<file path="config.mk">
export PLATFORM = sky130hd
export DESIGN_NAME = mlc_ctrl
export DESIGN_NICKNAME = d
export VERILOG_FILES = /design/src/rtl/mlc_pkg.sv /design/src/rtl/mlc_ctrl.sv
export SDC_FILE = /design/constraint.sdc
export NUM_CORES = 1
export LEC_CHECK = 0
export ABC_AREA = 1
export BUFFER_PORTS_ARGS = -buffer_cell sky130_fd_sc_hd__buf_4
export CORE_ASPECT_RATIO = 1.1
export CORE_UTILIZATION = 45
export DETAILED_ROUTE_END_ITERATION = 12
export GPL_TIMING_DRIVEN = 0
export MAX_ROUTING_LAYER = met4
export PLACE_DENSITY = 0.75
export SLEW_MARGIN = 20
export SYNTH_ARGS = -nofsm -noshare
export SYNTH_HDL_FRONTEND = slang
export SYNTH_SLANG_ARGS = --single-unit
</file>
<file path="constraint.sdc">
create_clock -name clk -period 1.3 [get_ports clk]
set_input_delay 0.13 -clock clk [delete_from_list [all_inputs] [get_ports clk]]
set_output_delay 0.13 -clock clk [all_outputs]
set_load 0.03 [all_outputs]
</file>
<file path="src/rtl/mlc_pkg.sv">
// Shared types, constants and the arctangent table for the mouse-look camera direction core.
package mlc_pkg;

  localparam int YAW_FULL    = 92160;
  localparam int YAW_HALF    = 46080;
  localparam int QUARTER     = 23040;
  localparam int CORDIC_GAIN = 652032874;

  localparam logic [15:0] SENSITIVITY_RESET = 16'd3277;
  localparam logic [14:0] PITCH_LIMIT_RESET = 15'd22784;

  localparam logic CFG_SENSITIVITY = 1'b0;
  localparam logic CFG_PITCH_LIMIT = 1'b1;

  typedef enum logic [3:0] {
    S_IDLE,
    S_MUL_X,
    S_MUL_Y,
    S_ANGLE,
    S_WRAP,
    S_INIT_P,
    S_STEP_P,
    S_INIT_Y,
    S_STEP_Y,
    S_PROD_X,
    S_PROD_Z,
    S_OUTPUT
  } state_t;

  typedef struct packed {
    logic load;
    logic mul_x;
    logic mul_y;
    logic angle;
    logic wrap;
    logic yaw_commit;
    logic init_pitch;
    logic init_yaw;
    logic step;
    logic save_pitch;
    logic prod_x;
    logic prod_z;
    logic out_load;
  } cmd_t;

  function automatic logic [25:0] atan_entry(input logic [4:0] idx);
    logic [25:0] v;
    case (idx)
      5'd0:    v = 26'd47185920;
      5'd1:    v = 26'd27855475;
      5'd2:    v = 26'd14718068;
      5'd3:    v = 26'd7471121;
      5'd4:    v = 26'd3750058;
      5'd5:    v = 26'd1876857;
      5'd6:    v = 26'd938658;
      5'd7:    v = 26'd469357;
      5'd8:    v = 26'd234682;
      5'd9:    v = 26'd117342;
      5'd10:   v = 26'd58671;
      5'd11:   v = 26'd29335;
      5'd12:   v = 26'd14668;
      5'd13:   v = 26'd7334;
      5'd14:   v = 26'd3667;
      5'd15:   v = 26'd1833;
      5'd16:   v = 26'd917;
      5'd17:   v = 26'd458;
      5'd18:   v = 26'd229;
      5'd19:   v = 26'd115;
      5'd20:   v = 26'd57;
      5'd21:   v = 26'd29;
      5'd22:   v = 26'd14;
      5'd23:   v = 26'd7;
      default: v = 26'd0;
    endcase
    return v;
  endfunction

endpackage

</file>
<file path="src/rtl/mlc_ctrl.sv">
// Sequencing state machine for the mouse-look camera direction core.
module mlc_ctrl import mlc_pkg::*; #(
  parameter int COORD_BITS   = 12,
  parameter int CORDIC_STEPS = 16,
  parameter int WRAP_STEPS   = COORD_BITS - 6,
  parameter int WRAP_W       = $clog2(WRAP_STEPS + 1),
  parameter int STEP_W       = $clog2(CORDIC_STEPS)
) (
  input  logic              clk,
  input  logic              rst,
  input  logic              in_valid,
  output logic              in_stall,
  output logic              out_valid,
  input  logic              out_stall,
  output cmd_t              cmd,
  output logic [WRAP_W-1:0] wrap_k,
  output logic [STEP_W-1:0] step_idx
);

  state_t state;
  state_t state_next;
  logic   out_ready;

  assign out_ready = !out_valid || !out_stall;
  assign in_stall  = (state != S_IDLE);

  always_ff @(posedge clk) begin
    if (rst) begin
      state     <= S_IDLE;
      out_valid <= 1'b0;
    end else begin
      state <= state_next;
      if (cmd.out_load) begin
        out_valid <= 1'b1;
      end else if (!out_stall) begin
        out_valid <= 1'b0;
      end
    end
  end

  always_ff @(posedge clk) begin
    if (state == S_ANGLE) begin
      wrap_k <= WRAP_W'(WRAP_STEPS - 1);
    end else if (state == S_WRAP) begin
      wrap_k <= wrap_k - 1'b1;
    end
    if (state == S_INIT_P || state == S_INIT_Y) begin
      step_idx <= '0;
    end else if (state == S_STEP_P || state == S_STEP_Y) begin
      step_idx <= step_idx + 1'b1;
    end
  end

  always_comb begin
    state_next = state;
    unique case (state)
      S_IDLE:   if (in_valid) state_next = S_MUL_X;
      S_MUL_X:  state_next = S_MUL_Y;
      S_MUL_Y:  state_next = S_ANGLE;
      S_ANGLE:  state_next = S_WRAP;
      S_WRAP:   if (wrap_k == '0) state_next = S_INIT_P;
      S_INIT_P: state_next = S_STEP_P;
      S_STEP_P: if (step_idx == STEP_W'(CORDIC_STEPS - 1)) state_next = S_INIT_Y;
      S_INIT_Y: state_next = S_STEP_Y;
      S_STEP_Y: if (step_idx == STEP_W'(CORDIC_STEPS - 1)) state_next = S_PROD_X;
      S_PROD_X: state_next = S_PROD_Z;
      S_PROD_Z: state_next = S_OUTPUT;
      S_OUTPUT: if (out_ready) state_next = S_IDLE;
      default:  state_next = S_IDLE;
    endcase
  end

  always_comb begin
    cmd = '0;
    unique case (state)
      S_IDLE:   cmd.load = in_valid;
      S_MUL_X:  cmd.mul_x = 1'b1;
      S_MUL_Y:  cmd.mul_y = 1'b1;
      S_ANGLE:  cmd.angle = 1'b1;
      S_WRAP:   cmd.wrap = 1'b1;
      S_INIT_P: begin
        cmd.init_pitch = 1'b1;
        cmd.yaw_commit = 1'b1;
      end
      S_STEP_P: cmd.step = 1'b1;
      S_INIT_Y: begin
        cmd.init_yaw   = 1'b1;
        cmd.save_pitch = 1'b1;
      end
      S_STEP_Y: cmd.step = 1'b1;
      S_PROD_X: cmd.prod_x = 1'b1;
      S_PROD_Z: cmd.prod_z = 1'b1;
      S_OUTPUT: cmd.out_load = out_ready;
      default:  cmd = '0;
    endcase
  end

endmodule

</file>
==> flow_metrics.py <==
metrics = {
    "run_status": {
        "violations": "setup timing",
        "outcome": "complete, but fails checks",
    },
    "global_routing": {
        "grt_pass1_vias": 748,
        "antenna_found_initial": 0,
        "grt_first_pass_wirelength_um": 3020,
        "grt_usage_pct": 25.9,
        "grt-ovfl-total": 0,
        "grt_max_degree": 8,
    },
    "drt": {
        "ant_nets": 0,
        "avgViaCountPerCell": 5.17,
        "routed_wl_um": 2050,
        "drc_errors": 0,
        "dr.pass1.iters": 4,
        "wl_per_cell_um": 12.2,
        "drt-initial-drc-count": 23,
        "vias": 869,
    },
    "min_path": {
        "min_to": "state[2]",
        "hold_depth": 2,
        "hp-class": "primary input to register",
        "hold_path_startpoint": "rst",
    },
    "finish": {
        "final_nets": 160,
        "final_design_area_no_fill_mm2": 0.00124,
        "multiInputGateArea_um2": 524,
        "area_delta_synth_final_pct": 72.8,
        "seq_area_um2": 267,
        "final_layout_size_suffix_gt1_share_pct": 53.3,
        "antenna_cells": 0,
        "fillers": 80,
    },
    "worst_setup_path": {
        "cp_cell_sequence": "inv_4 > or2_4 > nor2_4 > buf_6 > buf_6",
        "reg2reg_from": "wrap_k[0]",
        "reg2reg_to": "state[0]",
        "slowest_delay_ns": 0.40,
        "cp.arrival_ns": 1.31,
        "cp_data_required_time_ns": 1.17,
        "cp_slowest_cell": "dfxtp_4",
        "reg2reg_depth": 9,
        "start_kind": "register",
        "r2r_setup_slack_ns": -0.01,
        "crit_fanout": 4,
        "crit_path_frequent_cell": "buf_6",
        "cp-end-kind": "output pin",
        "critical_path_class": "register to output pin",
    },
    "synth": {
        "synth_area_leaders": "dfxtp_1 (34%), nor2_1 (14%), nand2_1 (12%), inv_1 (8.4%), nand3_1 (7.7%)",
        "async_reset_ff_share_pct": 0,
        "synth_nets": 119,
        "synth.avg_cell_area_um2": 6.40,
        "yosys.cell_count.top_type": "nor2_1",
        "synth_top_area_cell": "dfxtp_1",
        "ys_top_cells_by_count": "nor2_1 (27), nand2_1 (23), inv_1 (16), dfxtp_1 (12), nand3_1 (11)",
        "yosysTopAreaCellShare_pct": 33.5,
        "ys_types": 18,
        "synth_enable_flop_cells": 0,
        "syn_area_um2": 717,
        "synthCells": 112,
        "synth_ff_type": "dfxtp_1",
        "ys_seq_elements": 12,
        "synth_warnings": 0,
        "synth-seq-area-share_pct": 33.5,
    },
    "pwr": {
        "p_per_area_mw_per_mm2": 2660,
        "power_leakage_nw": 0.613,
        "vdd_ir_drop_max_mv": 2.02,
        "p_total_w": 0.00330,
    },
    "timing": {
        "layout_worst_path_cycle_share_pct": 111,
        "setup_violations": 12,
        "final-max-slew-violation-count": 0,
        "tightestPinTransition_ns": 0.222,
        "max_freq_ghz": 0.695,
        "hold_viol": 0,
        "period_needed_ns": 1.44,
        "rsz0062_at_grt": "yes",
        "slew_headroom_pct": 85.2,
        "fin_skew_ns": 0.00822,
        "fin_ws_ns": -0.139,
    },
    "clocking": {
        "htreeDepth": 1,
        "clock_path_buffers": 2,
        "cts-root-buf": "clkbuf_4",
        "numCtsBuffers": 3,
        "cts_tree": "done",
        "worstSkewPairLatency_ns": 0.28,
        "clk_pin_slew_ns": 0.09,
        "hold_buffers": 0,
        "numClockSinks": 12,
    },
    "floorplanning": {
        "die_w_um": 40.1,
        "io_pins": 26,
        "num_rows": 14,
        "die-area_mm2": 0.00176,
        "start_util_pct": 50.5,
        "coreArea_mm2": 0.00142,
        "die_y_um": 43.9,
    },
    "job": {
        "cap_violations": 0,
    },
    "placed_design": {
        "place_area_um2": 966,
        "dp_hpwl_um": 1290,
        "routabilityCongestion": 0.765,
        "pre_cts_slack_ns": -0.0671,
        "io_buffers": 25,
    },
}
==> power by group <==
| part | switching (W) | internal, W | total [W] |
|---|---|---|---|
| combinational | 0.00131 | 0.000926 | 0.00224 |
| clock | 0.000137 | 0.000111 | 0.000248 |
| sequential | 0.000228 | 0.000581 | 0.000810 |
| total | 0.00168 | 0.00162 | 0.00330 |
==> worst max-delay path: cells and delay by family, from the launching register on <==
| kind | cells | cell delay, ns |
|---|---|---|
| and+or+nand+nor | 2 | 0.36 |
| buffers and inverters | 3 | 0.27 |
| DFF | 1 | 0.40 |
==> layer usage <==
metal	global-route usage (%)	share of wire, %	vias up
met1	29.5	39	395
met4	12.4	0.88	0
met3	3.08	6.6	4
met5	-	0	-
li1	-	-	432
met2	42.9	54	38
==> cell usage in the layout, fill, tap and decap left out, drive strengths merged <==
master	instances
o211ai	1
nand3	11
clkinv	2
nand3b	1
a31oi	1
nor2	28
or2	1
clkbuf	3
dfxtp	12
xnor2	1
inv	16
nand2	24
buf	38
a21oi	6
o21ai	4
ha	3
==> sequential cells by signal (all words and copies together) (netlist names) <==
register / cells
step_idx: 4
wrap_k: 3
out_valid: 1
state: 4
==> repair_timing <==
action | 4_1_cts | 5_1_grt
setup buffers | 9 | 2
pin swaps | 9 | 12
setup endpoints to repair | 20 | 18
resized for setup | 29 | 22
==> cells by family after synthesis <==
| family | after synthesis | synth area share, % |
|---|---|---|
| simple gates | 65 | 38.9 |
| compound gates | 12 | 9.95 |
| fa+ha+maj | 3 | 5.24 |
| xor+xnor | 1 | 1.22 |
| flops | 12 | 33.5 |
| buf+inv | 19 | 11.2 |
==> final cells by class <==
cell class,instances,share of cell area (%)
buffer,2,1.52
clock buffer,3,1.82
clock inverter,1,0.303
inverter,17,6.06
multi-input combinational,81,42.3
sequential,12,21.5
tap,16,1.62
timing repair buffer,36,24.8
==> worst max path at each step <==
stage | start | endpoint | cells after the start
final | state[0] | cmd[7] | 5
after global placement | state[0] | step_idx[1] | 6
after detailed placement | wrap_k[0] | state[0] | 9
after floorplan | state[0] | cmd[7] | 4
after CTS | state[0] | cmd[7] | 5
after global routing | state[0] | cmd[7] | 5
==> stage by stage <==
stage          hold slack [ns]  std cells  utilization (%)  TNS (ns)
2_1_floorplan            0.199        112                -   -0.0867
3_3_place_gp             0.315        153             68.1    -0.122
3_5_place_dp             0.317        153             68.1    -0.212
4_1_cts                 0.0137        166             80.6    -0.599
5_1_grt                 0.0166        168             87.3     -1.44
6_report                0.0137        168             87.3    -0.743
No activity file was read; power rests on OpenSTA's default activity.
