===== config.mk =====
export PLATFORM = sky130hd
export DESIGN_NAME = mlc_datapath
export DESIGN_NICKNAME = d
export VERILOG_FILES = /design/src/rtl/mlc_pkg.sv /design/src/rtl/mlc_datapath.sv
export SDC_FILE = /design/constraint.sdc
export NUM_CORES = 2
export LEC_CHECK = 0
export BUFFER_PORTS_ARGS = -buffer_cell sky130_fd_sc_hd__buf_4
export CORE_MARGIN = 3
export CORE_UTILIZATION = 55
export DETAILED_ROUTE_END_ITERATION = 6
export PLACE_DENSITY = 0.74
export SLEW_MARGIN = 25
export SYNTH_ARGS = -nofsm -noshare
export SYNTH_HDL_FRONTEND = slang
export SYNTH_SLANG_ARGS = --single-unit

===== constraint.sdc =====
create_clock -name clk -period 25.1 [get_ports clk]
set_input_delay 1.255 -clock clk [delete_from_list [all_inputs] [get_ports clk]]
set_output_delay 1.255 -clock clk [all_outputs]
set_load 0.01 [all_outputs]

===== src/rtl/mlc_pkg.sv =====
// Shared types, constants and the arctangent table for the mouse-look camera direction core.
package mlc_pkg;

  localparam int YAW_FULL    = 92160;
  localparam int YAW_HALF    = 46080;
  localparam int QUARTER     = 23040;
  localparam int CORDIC_GAIN = 652032874;

  localparam logic [15:0] SENSITIVITY_RESET = 16'd3277;
  localparam logic [14:0] PITCH_LIMIT_RESET = 15'd22784;

  localparam logic CFG_SENSITIVITY = 1'b0;
  localparam logic CFG_PITCH_LIMIT = 1'b1;

  typedef enum logic [3:0] {
    S_IDLE,
    S_MUL_X,
    S_MUL_Y,
    S_ANGLE,
    S_WRAP,
    S_INIT_P,
    S_STEP_P,
    S_INIT_Y,
    S_STEP_Y,
    S_PROD_X,
    S_PROD_Z,
    S_OUTPUT
  } state_t;

  typedef struct packed {
    logic load;
    logic mul_x;
    logic mul_y;
    logic angle;
    logic wrap;
    logic yaw_commit;
    logic init_pitch;
    logic init_yaw;
    logic step;
    logic save_pitch;
    logic prod_x;
    logic prod_z;
    logic out_load;
  } cmd_t;

  function automatic logic [25:0] atan_entry(input logic [4:0] idx);
    logic [25:0] v;
    case (idx)
      5'd0:    v = 26'd47185920;
      5'd1:    v = 26'd27855475;
      5'd2:    v = 26'd14718068;
      5'd3:    v = 26'd7471121;
      5'd4:    v = 26'd3750058;
      5'd5:    v = 26'd1876857;
      5'd6:    v = 26'd938658;
      5'd7:    v = 26'd469357;
      5'd8:    v = 26'd234682;
      5'd9:    v = 26'd117342;
      5'd10:   v = 26'd58671;
      5'd11:   v = 26'd29335;
      5'd12:   v = 26'd14668;
      5'd13:   v = 26'd7334;
      5'd14:   v = 26'd3667;
      5'd15:   v = 26'd1833;
      5'd16:   v = 26'd917;
      5'd17:   v = 26'd458;
      5'd18:   v = 26'd229;
      5'd19:   v = 26'd115;
      5'd20:   v = 26'd57;
      5'd21:   v = 26'd29;
      5'd22:   v = 26'd14;
      5'd23:   v = 26'd7;
      default: v = 26'd0;
    endcase
    return v;
  endfunction

endpackage


===== src/rtl/mlc_datapath.sv =====
// Angle accumulation, shared CORDIC unit and output products for the camera direction core.
module mlc_datapath import mlc_pkg::*; #(
  parameter int COORD_BITS   = 12,
  parameter int CORDIC_STEPS = 16,
  parameter int WRAP_STEPS   = COORD_BITS - 6,
  parameter int WRAP_W       = $clog2(WRAP_STEPS + 1),
  parameter int STEP_W       = $clog2(CORDIC_STEPS)
) (
  input  logic                  clk,
  input  logic                  rst,
  input  logic                  cfg_write,
  input  logic                  cfg_index,
  input  logic [15:0]           cfg_data,
  input  logic [COORD_BITS-1:0] pointer_x,
  input  logic [COORD_BITS-1:0] pointer_y,
  input  cmd_t                  cmd,
  input  logic [WRAP_W-1:0]     wrap_k,
  input  logic [STEP_W-1:0]     step_idx,
  output logic signed [15:0]    dir_x,
  output logic signed [15:0]    dir_y,
  output logic signed [15:0]    dir_z
);

  localparam int PROD_W = COORD_BITS + 18;
  localparam int ACC_W  = COORD_BITS + 11;
  localparam logic signed [ACC_W-1:0] YAW_BIAS  = ACC_W'(YAW_FULL) << (COORD_BITS - 8);
  localparam logic [ACC_W-1:0]        YAW_FULLW = ACC_W'(YAW_FULL);

  function automatic logic signed [15:0] sat16(input logic signed [63:0] v);
    logic signed [15:0] r;
    if (v > 64'sd32767) begin
      r = 16'sh7FFF;
    end else if (v < -64'sd32768) begin
      r = 16'sh8000;
    end else begin
      r = 16'(v);
    end
    return r;
  endfunction

  logic [15:0]              sensitivity;
  logic [14:0]              pitch_limit;
  logic [COORD_BITS-1:0]    prev_x;
  logic [COORD_BITS-1:0]    prev_y;
  logic                     seen_first;
  logic [16:0]              yaw_angle;
  logic signed [15:0]       pitch_angle;
  logic signed [COORD_BITS:0] dx;
  logic signed [COORD_BITS:0] dy;
  logic signed [PROD_W-1:0] mul_reg;
  logic signed [ACC_W-1:0]  sd_x;
  logic [ACC_W-1:0]         yaw_acc;

  logic signed [32:0]       cx;
  logic signed [32:0]       cy;
  logic signed [29:0]       cz;
  logic                     neg_cos;
  logic signed [31:0]       sp;
  logic signed [31:0]       cp;
  logic signed [63:0]       prod;
  logic signed [15:0]       res_x;

  logic signed [COORD_BITS:0] mul_a;
  logic signed [PROD_W-1:0] mul_res;
  logic signed [PROD_W-1:0] mul_rnd;
  logic signed [ACC_W-1:0]  scaled;
  logic signed [ACC_W-1:0]  yaw_sum;
  logic signed [ACC_W-1:0]  pitch_sum;
  logic signed [ACC_W-1:0]  lim;
  logic signed [15:0]       pitch_clamped;
  logic [ACC_W-1:0]         wrap_const;
  logic signed [17:0]       ang;
  logic signed [17:0]       ang_red;
  logic                     ang_neg;
  logic signed [32:0]       sh_x;
  logic signed [32:0]       sh_y;
  logic signed [29:0]       atan_v;
  logic signed [31:0]       yaw_cos;
  logic signed [31:0]       prod_a;
  logic signed [31:0]       prod_b;
  logic signed [63:0]       rnd_x;
  logic signed [63:0]       rnd_z;
  logic signed [63:0]       rnd_y;

  assign mul_a   = cmd.mul_x ? dx : dy;
  assign mul_res = PROD_W'(mul_a * $signed({1'b0, sensitivity}));
  assign mul_rnd = (mul_reg + PROD_W'(128)) >>> 8;
  assign scaled  = ACC_W'(mul_rnd);

  assign yaw_sum   = $signed({{(ACC_W - 17){1'b0}}, yaw_angle}) + sd_x + YAW_BIAS;
  assign pitch_sum = ACC_W'(pitch_angle) + scaled;
  assign lim       = (pitch_limit > 15'(QUARTER)) ? ACC_W'(QUARTER)
                                                  : $signed({{(ACC_W - 15){1'b0}}, pitch_limit});

  always_comb begin
    if (pitch_sum > lim) begin
      pitch_clamped = 16'(lim);
    end else if (pitch_sum < -lim) begin
      pitch_clamped = 16'(-lim);
    end else begin
      pitch_clamped = 16'(pitch_sum);
    end
  end

  assign wrap_const = YAW_FULLW << wrap_k;

  always_comb begin
    ang     = cmd.init_yaw ? $signed({1'b0, yaw_angle}) : 18'(pitch_angle);
    ang_neg = 1'b0;
    if (ang > 18'sd46080) begin
      ang = ang - 18'sd92160;
    end
    ang_red = ang;
    if (ang > 18'sd23040) begin
      ang_red = 18'sd46080 - ang;
      ang_neg = 1'b1;
    end else if (ang < -18'sd23040) begin
      ang_red = -18'sd46080 - ang;
      ang_neg = 1'b1;
    end
  end

  assign sh_x   = cy >>> step_idx;
  assign sh_y   = cx >>> step_idx;
  assign atan_v = $signed({4'b0, atan_entry(5'(step_idx))});

  assign yaw_cos = neg_cos ? -32'(cx) : 32'(cx);
  assign prod_a  = cp;
  assign prod_b  = cmd.prod_x ? 32'(cy) : yaw_cos;

  assign rnd_x = (prod + 64'sh1000_0000_0000) >>> 45;
  assign rnd_z = (-prod + 64'sh1000_0000_0000) >>> 45;
  assign rnd_y = (64'(sp) + 64'sd16384) >>> 15;

  always_ff @(posedge clk) begin
    if (rst) begin
      sensitivity <= SENSITIVITY_RESET;
      pitch_limit <= PITCH_LIMIT_RESET;
      prev_x      <= '0;
      prev_y      <= '0;
      seen_first  <= 1'b0;
      yaw_angle   <= '0;
      pitch_angle <= '0;
    end else begin
      if (cfg_write) begin
        unique case (cfg_index)
          CFG_SENSITIVITY: sensitivity <= cfg_data;
          CFG_PITCH_LIMIT: pitch_limit <= cfg_data[14:0];
          default:         sensitivity <= sensitivity;
        endcase
      end
      if (cmd.load) begin
        prev_x     <= pointer_x;
        prev_y     <= pointer_y;
        seen_first <= 1'b1;
      end
      if (cmd.angle) begin
        pitch_angle <= pitch_clamped;
      end
      if (cmd.yaw_commit) begin
        yaw_angle <= yaw_acc[16:0];
      end
    end
  end

  always_ff @(posedge clk) begin
    if (cmd.load) begin
      if (seen_first) begin
        dx <= $signed({1'b0, pointer_x}) - $signed({1'b0, prev_x});
        dy <= $signed({1'b0, prev_y}) - $signed({1'b0, pointer_y});
      end else begin
        dx <= '0;
        dy <= '0;
      end
    end
    if (cmd.mul_x || cmd.mul_y) begin
      mul_reg <= mul_res;
    end
    if (cmd.mul_y) begin
      sd_x <= scaled;
    end
    if (cmd.angle) begin
      yaw_acc <= yaw_sum;
    end
    if (cmd.wrap && (yaw_acc >= wrap_const)) begin
      yaw_acc <= yaw_acc - wrap_const;
    end
    if (cmd.save_pitch) begin
      sp <= 32'(cy);
      cp <= neg_cos ? -32'(cx) : 32'(cx);
    end
    if (cmd.init_pitch || cmd.init_yaw) begin
      cx      <= 33'(CORDIC_GAIN);
      cy      <= '0;
      cz      <= {ang_red, 12'b0};
      neg_cos <= ang_neg;
    end else if (cmd.step) begin
      if (cz >= 0) begin
        cx <= cx - sh_x;
        cy <= cy + sh_y;
        cz <= cz - atan_v;
      end else begin
        cx <= cx + sh_x;
        cy <= cy - sh_y;
        cz <= cz + atan_v;
      end
    end
    if (cmd.prod_x || cmd.prod_z) begin
      prod <= prod_a * prod_b;
    end
    if (cmd.prod_z) begin
      res_x <= sat16(rnd_x);
    end
    if (cmd.out_load) begin
      dir_x <= res_x;
      dir_y <= sat16(rnd_y);
      dir_z <= sat16(rnd_z);
    end
  end

endmodule


==> impl_metrics.ini <==
[run_status]
outcome = completed

[synthesis]
synth_warnings = 0
synth.most_common_cell = inv_1
synth_top_area_share_pct = 32.63
synth_seq_cells = 458
synth-async-reset-ratio_pct = 0
yosys-top-cells-area = fa_1 (33%), edfxtp_1 (11%), ha_1 (8.7%)
ys.flop_type = edfxtp_1
ys_top_cells_by_count = inv_1 (1375), fa_1 (1242), nand2_1 (1146)
yosysUniqueCellTypes = 96
post_synth.cell_area_avg_um2 = 9.251
syn_area_um2 = 76190
syn_inst = 8236
ys_seq_area_share_pct = 15.86
synthesis.nets = 10070
synth_edf_count = 291
yosys.area.top_type = fa_1

[detailed_routing]
finalWirelength_mm = 198.5
drcViolationCount = 0
drt_iter0_drc = 4588
vias_per_cell = 5.862
wl_per_cell_um = 20.04
first_pass_iters = 6
vias = 58070
final_antenna_net_count = 0

[cts]
clockBufferDepth = 3
htreeDepth = 2
holdBufCountCts = 0
post-cts-setup-buffers = 0
clk_pin_slew_ps = 60
cts_inserted_buffers = 56
tritoncts = built
clock_latency_ps = 720
cts_sinks = 458
cts_resized = 0
cts_root_buf = clkbuf_16

[critical_path]
critPathMaxStageDelay_ps = 850
critPathMaxFanout = 32
crit_required_ps = 25600
crit_type = flop to flop
worst-r2r-setup-slack_ps = 14120
path_common_cell = fa_1
crit_path_top_delay_cell = mux2_2
worstReg2RegEnd = prod[63]$_DFFE_PP_
crit_buf_inv = 5
cp-start-kind = flop
r2r_start = cx[7]$_SDFFE_PN0P_
crit_family = adder cells
r2r.worst_path.cells = 32
cp.arrival_ps = 11480
crit_path_end_kind = flop

[global_route]
grt_pass1_vias = 60830
grt.total_usage_pct = 28.35
grt_start_max_net_pins = 71
antenna_found_initial = 4
grt_pass1_wl_mm = 323.0
grt-ovfl-total = 0

[timing]
worst-slew-pin-transition_ps = 1188
rsz0062_at_grt = no
maxSlewViolCount = 0
finalHoldViolations = 0
fin_skew_ps = 68.40
slew_headroom_pct = 20.77
holdWs_ps = 418.4
finalSetupTns_ps = 0
period_minus_slack_ps = 10980
fmaxAchievable_mhz = 91.10
finalCritPeriodShare_pct = 43.73
setup-violations-final = 0

[final_layout]
area_growth_pct = 5.260
layout-drive-gt1-share_pct = 6.057
reg_top3 = prod x64, cx x33, cy x33
regMostFlops = prod
final_nets = 9913
largest_register_ffs = 64
final_cell_count_no_fill = 9906

[hold_path]
hold_start = res_x[3]$_SDFFCE_PN1P_
whs_endpoint = dir_x[3]$_DFFE_PP_
min-delay-path-class = flop to flop
hold_path_depth = 0

[place]
post-dp-hpwl_mm = 150.4
dp.cells = 9798
io_buffers = 111
place_congestion = 0.9552

[floorplan]
fp-row-count = 135
core_um2 = 136500
ios = 112
initial_core_util_pct = 55.82
die_w_um = 378.2
die_y_um = 378.2
die-area_um2 = 143000

[run]
drv_cap = 0
-- worst max-delay path by stage --
stage,start,to,slack (ps),cells after the start
floorplan,cmd[2],prod[62]$_DFFE_PP_,15450,31
global placement,cmd[2],prod[63]$_DFFE_PP_,14580,26
detailed placement,cmd[2],prod[63]$_DFFE_PP_,14340,26
CTS,cx[7]$_SDFFE_PN0P_,prod[63]$_DFFE_PP_,14310,32
global route,cx[7]$_SDFFE_PN0P_,prod[63]$_DFFE_PP_,13460,32
finish,cx[7]$_SDFFE_PN0P_,prod[63]$_DFFE_PP_,14120,32
-- cell usage in the layout (no fill, tap or decap), drive strengths merged, types with 65 or more instances in the layout --
cell	synthesis	routed
inv	1378	1382
fa	1242	1242
nand2	1146	1146
ha	532	532
and2	380	380
nor2	334	334
edfxtp	291	291
o21ai	276	276
xnor2	270	270
a21oi	263	263
buf	45	175
dfxtp	167	167
xor2	144	144
mux2i	135	135
a21o	117	117
nor2b	108	108
nand3	105	105
nor3	93	93
clkbuf	349	73
mux2	72	72
mux4	71	71
nand2b	65	65
-- metrics by stage --
step           cell area (um^2)  setup slack [ps]  util, %
6_report                  80200             14120    58.76
5_1_grt                   80190             13460    58.76
4_1_cts                   80150             14310    58.73
3_5_place_dp              78240             14340    57.32
3_3_place_gp              78240             14580    57.32
2_1_floorplan             76190             15450        -
-- kinds of logic after synthesis --
logic type / Yosys count / synth area share (%)
and+or+nand+nor: 2480 / 15.38
DFF: 458 / 15.86
AOI/OAI and AO/OA: 1056 / 8.840
adders and majority gates: 1774 / 41.37
muxes: 278 / 4.946
xor gates and xnor gates: 414 / 4.759
buffers and inverters: 1776 / 8.847
-- per-layer routing --
metal / wire, um / vias to the layer above / track usage (%)
met5: 27 / - / 0
met4: 10180 / 4 / 12.92
met3: 14550 / 609 / 4.267
met2: 96450 / 2350 / 48.10
met1: 77260 / 29100 / 35.89
li1: - / 26010 / -
-- final cells by class --
| type | instances | area, um^2 |
|---|---|---|
| diodes | 2 | 5.005 |
| clock buffers | 73 | 1568 |
| clock inverters | 33 | 346.6 |
| fillers | 11690 | 56290 |
| inverters | 1382 | 5187 |
| multi-input cells | 6002 | 57460 |
| flip-flops and latches | 458 | 12080 |
| well taps | 1781 | 2228 |
| repair buffers | 175 | 1318 |
Power is not shown: default switching activity piles up to over one toggle a cycle in this logic, so the estimate is an artifact.
